<file path="config.mk">
export PLATFORM = sky130hd
export DESIGN_NAME = tlbcr_ctrl
export DESIGN_NICKNAME = d
export VERILOG_FILES = /design/src/tlbcr_pkg.sv /design/src/tlbcr_ctrl.sv
export SDC_FILE = /design/constraint.sdc
export NUM_CORES = 1
export LEC_CHECK = 0
export ABC_CLOCK_PERIOD_IN_PS = 1500
export BUFFER_PORTS_ARGS = -buffer_cell sky130_fd_sc_hd__buf_2
export CAP_MARGIN = 15
export CORE_AREA = 2 2 39 41
export DETAILED_ROUTE_END_ITERATION = 16
export DIE_AREA = 0 0 41 43
export GPL_TIMING_DRIVEN = 0
export SLEW_MARGIN = 10
export SYNTH_ARGS = -nofsm -noshare
export SYNTH_HDL_FRONTEND = slang
export SYNTH_SLANG_ARGS = --single-unit
</file>
<file path="constraint.sdc">
create_clock -name clk -period 1.5 [get_ports clk]
set_clock_uncertainty 0.1 [all_clocks]
set_input_delay 0.3 -clock clk [delete_from_list [all_inputs] [get_ports clk]]
set_output_delay 0.3 -clock clk [all_outputs]
set_load 0.01 [all_outputs]
</file>
<file path="src/tlbcr_pkg.sv">
// shared types, constants and codes for the clock replacement tlb
`default_nettype none
package tlbcr_pkg;

  localparam int TLB_DEPTH = 64;
  localparam int IDX_W     = (TLB_DEPTH > 1) ? $clog2(TLB_DEPTH) : 1;
  localparam int CNT_W     = $clog2(TLB_DEPTH + 1);

  localparam int ADDR_W    = 30;
  localparam int PAGE_W    = 27;
  localparam int SLOT_W    = 6;
  localparam int TOTAL_W   = 32;
  localparam int ENT_CFG_W = 7;
  localparam int PD_W      = 4;
  localparam int CFG_IDX_W = 1;
  localparam int CFG_DATA_W = 7;
  localparam int DIV_CNT_W = 4;

  localparam logic [PD_W-1:0] PD_MIN     = PD_W'(1);
  localparam logic [PD_W-1:0] PD_MAX     = PD_W'(8);
  localparam logic [PD_W-1:0] DEC_DIGITS = PD_W'(9);

  localparam logic [ENT_CFG_W-1:0] ENT_RESET = ENT_CFG_W'(64);
  localparam logic [PD_W-1:0]      PD_RESET  = PD_W'(4);

  // floor(x / 10) == (x * RECIP10) >> DIV_SHIFT for any 32-bit x
  localparam logic [31:0] RECIP10   = 32'hCCCC_CCCD;
  localparam int          DIV_SHIFT = 35;
  localparam int          PROD_W    = ADDR_W + 32;

  localparam logic [CFG_IDX_W-1:0] CFG_TLB_ENTRIES = CFG_IDX_W'(0);
  localparam logic [CFG_IDX_W-1:0] CFG_PAGE_DIGITS = CFG_IDX_W'(1);

  typedef enum logic [3:0] {
    S_IDLE,
    S_DIV,
    S_RD,
    S_CMP,
    S_MISS,
    S_SWEEP_RD,
    S_SWEEP,
    S_WRITE,
    S_DONE
  } state_t;

  typedef struct packed {
    logic load;
    logic div_step;
    logic search_start;
    logic rd_en;
    logic idx_inc;
    logic hit;
    logic fill;
    logic sweep_start;
    logic sweep_rd;
    logic sweep_step;
    logic victim;
    logic write;
    logic publish;
  } cmd_t;

  typedef struct packed {
    logic div_last;
    logic search_end;
    logic tag_match;
    logic full;
    logic ref_set;
    logic out_free;
  } status_t;

endpackage
`default_nettype wire

</file>
<file path="src/tlbcr_ctrl.sv">
// controller state machine for lookup, fill and clock sweep
`default_nettype none
module tlbcr_ctrl import tlbcr_pkg::*; (
  input  wire logic    clk,
  input  wire logic    rst_n,
  input  wire logic    in_valid,
  output logic         in_ready,
  input  wire status_t status,
  output cmd_t         cmd
);

  state_t state_r;
  state_t state_nxt;

  always_ff @(posedge clk) begin
    if (!rst_n) begin
      state_r <= S_IDLE;
    end else begin
      state_r <= state_nxt;
    end
  end

  always_comb begin
    state_nxt = state_r;
    case (state_r)
      S_IDLE:     if (in_valid) state_nxt = S_DIV;
      S_DIV:      if (status.div_last) state_nxt = S_RD;
      S_RD:       state_nxt = status.search_end ? S_MISS : S_CMP;
      S_CMP:      state_nxt = status.tag_match ? S_DONE : S_RD;
      S_MISS:     state_nxt = status.full ? S_SWEEP_RD : S_WRITE;
      S_SWEEP_RD: state_nxt = S_SWEEP;
      S_SWEEP:    state_nxt = status.ref_set ? S_SWEEP_RD : S_WRITE;
      S_WRITE:    state_nxt = S_DONE;
      S_DONE:     if (status.out_free) state_nxt = S_IDLE;
      default:    state_nxt = S_IDLE;
    endcase
  end

  always_comb begin
    cmd      = '0;
    in_ready = 1'b0;
    case (state_r)
      S_IDLE: begin
        in_ready = 1'b1;
        cmd.load = in_valid;
      end
      S_DIV: begin
        cmd.div_step     = 1'b1;
        cmd.search_start = status.div_last;
      end
      S_RD: begin
        cmd.rd_en = !status.search_end;
      end
      S_CMP: begin
        cmd.hit     = status.tag_match;
        cmd.idx_inc = !status.tag_match;
      end
      S_MISS: begin
        cmd.fill        = !status.full;
        cmd.sweep_start = status.full;
      end
      S_SWEEP_RD: begin
        cmd.sweep_rd = 1'b1;
      end
      S_SWEEP: begin
        cmd.sweep_step = status.ref_set;
        cmd.victim     = !status.ref_set;
      end
      S_WRITE: begin
        cmd.write = 1'b1;
      end
      S_DONE: begin
        cmd.publish = status.out_free;
      end
      default: begin
        cmd = '0;
      end
    endcase
  end

endmodule
`default_nettype wire

</file>
== Word level (Yosys, flattened, before mapping) ==
Index checks and enable logic that the tools add are counted.

* Memory bits (writable): 0
* Word-level logic and storage cells: 36
* Register bits after elaboration: 4
* Memories kept: 0
* Memory bits (read-only): 0
* Bits of input ports: 9
* Bits in latches: 0
* Output and inout bits: 14

* Shift-type cells: 0
* $mul: 0
* Equal/unequal tests: 11
* Reduce and logical (&&, ||, !) cells: 6
* Div/mod/pow operators: 0
* Muxes and demuxes: 18
* Bitwise gates (word level): 0
* Add/subtract/negate cells: 0
* $lt $le $gt $ge: 0

{| class="wikitable"
|+ Operators with widths
! operator !! count
|-
| 4-bit one-hot mux with 9 select lines || 1
|-
| 4-bit by 3-bit == test with 1-bit output (second input constant) || 4
|-
| 4-bit 2-to-1 mux || 4
|-
| 2-bit 2-to-1 mux || 6
|-
| 4-bit by 2-bit == test with 1-bit output (second input constant) || 2
|-
| 1-bit 2-to-1 mux || 6
|-
| 2-bit != test (second input constant) || 3
|-
| 4-bit by 1-bit == test with 1-bit output (second input constant) || 1
|-
| 4-bit == test (second input constant) || 1
|-
| 1-bit zero test || 4
|-
| 4-bit zero test || 1
|-
| 3-bit 2-to-1 mux || 1
|-
| 3-bit AND reduction || 1
|}

== Longest topological paths before layout ==
Gate-level depths: netlist of run 1.

* Word-level depth: 3
* Depth in mapped cells: 5
* Gate-level depth less buffers: 3

== Least setup slack after synthesis of run 1 ==
Ideal clock, no wire load.

* Kind: register -> output
* Start point: register state_r[1]
* End point: output cmd[12] in the netlist's numbering
* Stages on the path, launching flop included: 4
* Arrival: 1231 ps
* Buffers on the path: 1
* Slack: -131 ps
* Required time: 1100 ps
* Cell sequence: dfxtp_1 buf_2 nor4_1 and2_1

{| class="wikitable"
|+ RTL lines
! element !! line !! text
|-
| from (decl) || tlbcr_ctrl.sv:12 || <nowiki>state_t state_r;</nowiki>
|-
| from (signal assigned) || tlbcr_ctrl.sv:19 || <nowiki>state_r <= state_nxt;</nowiki>
|-
| to (decl) || tlbcr_ctrl.sv:9 || <nowiki>output cmd_t cmd</nowiki>
|}

==> results.cfg, run 1 <==
[setup_path]
cp_top_family = buffers and inverters
endpoint = cmd[5]
end_kind = primary output
cp-start-kind = register
arrival_ns = 1.28
startpoint = state_r[1]
critPathBufInv = 3
crit_chain = buf_6, buf_4, nor2_1, and4_1, buf_2
r2r-start = state_r[1]
worst_path_max_delay_cell = dfxtp_4
rr_worst_depth = 4
cpPeakStageDelay_ns = 0.34
crit_type = reg -> out
ff2ff_setup_slack_ns = 0.02
timing.rr.end = state_r[1]
cp.depth = 5
cp.required_ns = 1.10
crit_fanout = 5

[synth]
synthTopCellsByCount = nor2_1, buf_2, dfxtp_1, nor4_1
synth_edf_count = 0
synth_top_area_cell = dfxtp_1
synth_seq_cells = 4
async_flop_share_pct = 0
syn-cell-area_um2 = 413
yosysMostFrequentCell = nor2_1
ys_seq_area_share_pct = 19.4
synthCells = 51
ys_warn_count = 0
synthTopCellsByArea = dfxtp_1, nor4_1, buf_2
yosys_most_used_dff = dfxtp_1
synth_top_area_share_pct = 19.4
syn_area_per_cell_um2 = 8.10
synth_nets = 60
synth.distinct_cells = 28

[clocking]
htree_levels = 1
clock_sinks = 4
cts_buffer_depth = 2
cts_inserted_buffers = 3
cts_hold_buf = 0
clk_pin_slew_worst_paths_ns = 0.04
clkLatencyLatePin_ns = 0.24
clk_root_buffer_cell = clkbuf_4
cts_tree = done

[die]
fp.dieArea_mm2 = 0.00176
fp.dieW_um = 41
start_util_pct = 29.8
fp.dieH_um = 43
io_pins = 23
num_rows = 14
core_mm2 = 0.00138

[status]
violations = negative setup slack
run_status = finished, violations left

[routing]
drtPass1Iterations = 4
wl_per_cell_um = 14.5
drcViolationCount = 0
num_vias = 547
drt-initial-drc-count = 8
antenna_left = 0
viasPerCell = 5.36
drt_wl_total_um = 1480

[pwr]
p_leak_nw = 0.348
vdd_drop_max_mv = 0.331
p_per_area_mw_per_mm2 = 950
power_w = 0.000744

[cells_and_area]
drive_above_1_share_pct = 70.9
fin_nets = 97
largest_reg_flops = 4
regMostFlops = state_r
fin_cells = 102
top_regs = state_r (4)
diodes = 0
area_delta_synth_final_pct = 89.7

[placement]
place.port_buffers = 22
dpl.cell_count = 89
dpl_worst_slack_ns = -0.0302
gp_congestion = 0.768
dp_hpwl_um = 844

[timing]
rsz0062_at_grt = yes
layout_setup_ws_ns = -0.177
setup_violations = 14
setup-tns-final_ns = -1.38
fmax_mhz = 596
hold_viol = 0
max-slew-margin-rel_pct = 72.5
tightest_slew_ns = 0.407
post-route-min-period_ns = 1.68
drv_slew = 0
post-route-period-util_pct = 112

[global_routing]
grt.total_usage_pct = 15.7
grt_pass1_vias = 419
antenna_found_initial = 0
grt_max_degree = 11
grt-ovfl-total = 0
grt_first_pass_wirelength_um = 1860

[flow_run]
cap_violations = 0

[min_path]
hold_depth = 3
hold_class = in -> reg
## per-stage QoR
stage / util (%) / instance area (um2) / hold WS [ns]
after floorplan: - / 419 / 0.377
after global placement: 39.7 / 549 / 0.541
final: 56.6 / 783 / 0.294
after global routing: 56.6 / 783 / 0.316
after detailed placement: 39.7 / 549 / 0.537
after CTS: 48.9 / 677 / 0.293
## cells in the final DEF, fill, tap and decap left out, types with 2 or more instances in the layout
cell,n
and4_1,2
nor4_2,2
buf_6,5
nor2_1,4
nor3_2,2
nor4b_1,2
clkbuf_4,3
nor4_4,3
buf_2,22
dfxtp_2,2
buf_4,8
nand2_1,2
nand4b_1,2
## worst min-delay path: cells and delay by family
kind | cells | cell delay, ns
buf+inv | 1 | 0.09
simple gates | 1 | 0.13
compound gates | 1 | 0.07
## metal layers
layer / GRT usage [%] / vias up / part of all wire, %
li1: - / 271 / -
met2: 25.3 / 26 / 50
met4: 6.00 / 0 / 1.1
met3: 1.57 / 2 / 5.0
met1: 20.3 / 248 / 43
met5: 0 / - / 0
## final cells by class
| class | count | area [um2] |
|---|---|---|
| buffer | 5 | 60.1 |
| tap | 16 | 20.0 |
| clock buffer | 3 | 22.5 |
| fill | 121 | 601 |
| timing repair buffer | 32 | 206 |
| inverter | 2 | 12.5 |
| multi-input combinational | 40 | 375 |
| sequential | 4 | 86.3 |
## cells by family (layout without fill, tap and decap cells)
| family | count (synthesis) | in the layout | share of synthesized area [%] |
|---|---|---|---|
| flops | 4 | 4 | 19.4 |
| mux | 1 | 1 | 2.42 |
| simple gates | 32 | 32 | 54.8 |
| compound gates | 7 | 7 | 13.9 |
| buf+inv | 7 | 42 | 9.39 |
## worst min-delay path by stage
stage                          from          to  slack (ns)
after floorplan               rst_n  state_r[1]        0.38
after global placement    status[5]  state_r[0]        0.54
after detailed placement  status[5]  state_r[0]        0.54
after CTS                 status[5]  state_r[0]        0.29
after global routing          rst_n  state_r[2]        0.32
final                     status[5]  state_r[0]        0.29
## power breakdown
part | total (W) | switching, W | internal, W
clock | 0.000135 | 0.0000451 | 0.0000896
sequential | 0.000147 | 0.0000194 | 0.000128
combinational | 0.000462 | 0.000220 | 0.000242
## repair_timing
item	in CTS	in global routing
setup endpoints to repair	14	16
gates cloned	0	1
resized for setup	20	11
endpoints found under the hold margin	0	0
setup buffers	5	4
pin swaps	2	4
No activity file was read; power rests on OpenSTA's default activity.
==> inputs of run 2 (changes only) <==
--- a/config.mk
+++ b/config.mk
@@ -12,6 +12,8 @@
 export DETAILED_ROUTE_END_ITERATION = 16
 export DIE_AREA = 0 0 41 43
 export GPL_TIMING_DRIVEN = 0
+export PLACE_DENSITY = 0.63
+export SKIP_CTS_REPAIR_TIMING = 1
 export SLEW_MARGIN = 10
 export SYNTH_ARGS = -nofsm -noshare
 export SYNTH_HDL_FRONTEND = slang
==> results.cfg, run 2 (synthesis gave the netlist of run 1 again) <==
[clocking]
clk_pin_slew_worst_paths_ns = 0.04
cts_buffer_depth = 2
clock_sinks = 4
cts_inserted_buffers = 3
htree_levels = 1
clkLatencyLatePin_ns = 0.24
cts_tree = done
clk_root_buffer_cell = clkbuf_4

[cells_and_area]
top_regs = state_r (4)
fin_nets = 96
drive_above_1_share_pct = 70.6
layout_commonest_cell = buf_2
stdcell_area_um2 = 816
largest_reg_flops = 4
area_delta_synth_final_pct = 97.6
final_cell_mix = buf_2, buf_4, buf_6
regMostFlops = state_r
diodes = 0
fill_cells = 116

[setup_path]
end_kind = primary output
arrival_ns = 1.27
cp.required_ns = 1.10
crit_type = reg -> out
cp-start-kind = register
crit_fanout = 7

[flow_run]
cap_violations = 0

[timing]
fmax_mhz = 598
hold_viol = 0
post-route-period-util_pct = 111
setup-tns-final_ns = -1.29
drv_slew = 0
setup_violations = 14
tightest_slew_ns = 0.377
max-slew-margin-rel_pct = 74.5
rsz0062_at_grt = yes
post-route-min-period_ns = 1.67
layout_setup_ws_ns = -0.171

[pwr]
p_leak_nw = 0.355
vdd_drop_max_mv = 0.371
p_per_area_mw_per_mm2 = 911
comb_power_share_pct = 60.8
sw_frac_of_total_pct = 39.3
p_sw_w = 0.000292
internal_power_w = 0.000451
power_frac_seq_pct = 20.2
clkPwrFrac_pct = 18.9

[routing]
drt_wl_total_um = 1530
drt-initial-drc-count = 4
drtPass1Iterations = 4
antenna_left = 0
drcViolationCount = 0
viasPerCell = 5.32
wl_per_cell_um = 15.1
num_vias = 537

[die]
fp.dieH_um = 43
fp.dieW_um = 41
core_mm2 = 0.00138
num_rows = 14
io_pins = 23
start_util_pct = 29.8
fp.dieArea_mm2 = 0.00176

[global_routing]
antenna_found_initial = 0
grt.total_usage_pct = 15.4
grt_max_degree = 11
grt-ovfl-total = 0
grt_first_pass_wirelength_um = 1860
grt_pass1_vias = 440

[placement]
gp_congestion = 0.797
place.port_buffers = 22
dp_hpwl_um = 852
placed_area_um2 = 549

[status]
run_status = finished, violations left
violations = negative setup slack

[min_path]
hold_class = in -> reg
run 2: final cells by class:
| cell class | instances | area, um2 | area share [%] |
|---|---|---|---|
| multi-input cells | 40 | 392 | 48.0 |
| clock buffers | 3 | 22.5 | 2.76 |
| repair buffers | 31 | 219 | 26.8 |
| well taps | 16 | 20.0 | 2.45 |
| flip-flops and latches | 4 | 86.3 | 10.6 |
| plain buffers | 5 | 63.8 | 7.82 |
| inverters | 2 | 12.5 | 1.53 |
run 2: worst paths after layout:
kind	startpoint	end	slack [ns]	cells past startpoint
worst max-delay path	state_r[2]	cmd[9]	-0.17	4
worst min-delay path	rst_n	state_r[1]	0.29	3
worst max register to register	state_r[2]	state_r[0]	0.03	5
worst min register to register	state_r[0]	state_r[3]	0.54	3
run 2: routing by layer:
metal,up-vias,GRT usage (%),part of all wire [%]
met3,2,3.66,6.4
met4,0,8.00,0.92
li1,262,-,-
met1,252,20.1,41
met5,-,0,0
met2,21,22.5,51
run 2: critical path, stage by stage, from the launching register on:
cell	delay (ns)
dfxtp_2	0.31
buf_6	0.13
buf_8	0.14
nor4_4	0.27
buf_2	0.17
run 2: metrics by stage:
step | hold WS, ns | std cells | total power, W | worst slack, ns | utilization [%]
finish | 0.294 | 101 | 0.000743 | -0.171 | 59.0
global placement | 0.544 | 89 | 0.000432 | -0.0264 | 39.7
floorplan | 0.377 | 51 | 0.000349 | 0.00327 | -
CTS | 0.290 | 92 | 0.000577 | -0.298 | 41.3
global route | 0.300 | 101 | 0.000788 | -0.218 | 59.0
detailed placement | 0.539 | 89 | 0.000435 | -0.0272 | 39.7
run 2: power groups by stage:
stage	sequential (W)	combinational [W]	clock [W]
floorplan	0.000138	0.000212	0
global placement	0.000141	0.000291	0
detailed placement	0.000141	0.000294	0
CTS	0.000140	0.000296	0.000141
global route	0.000153	0.000489	0.000147
finish	0.000150	0.000452	0.000141
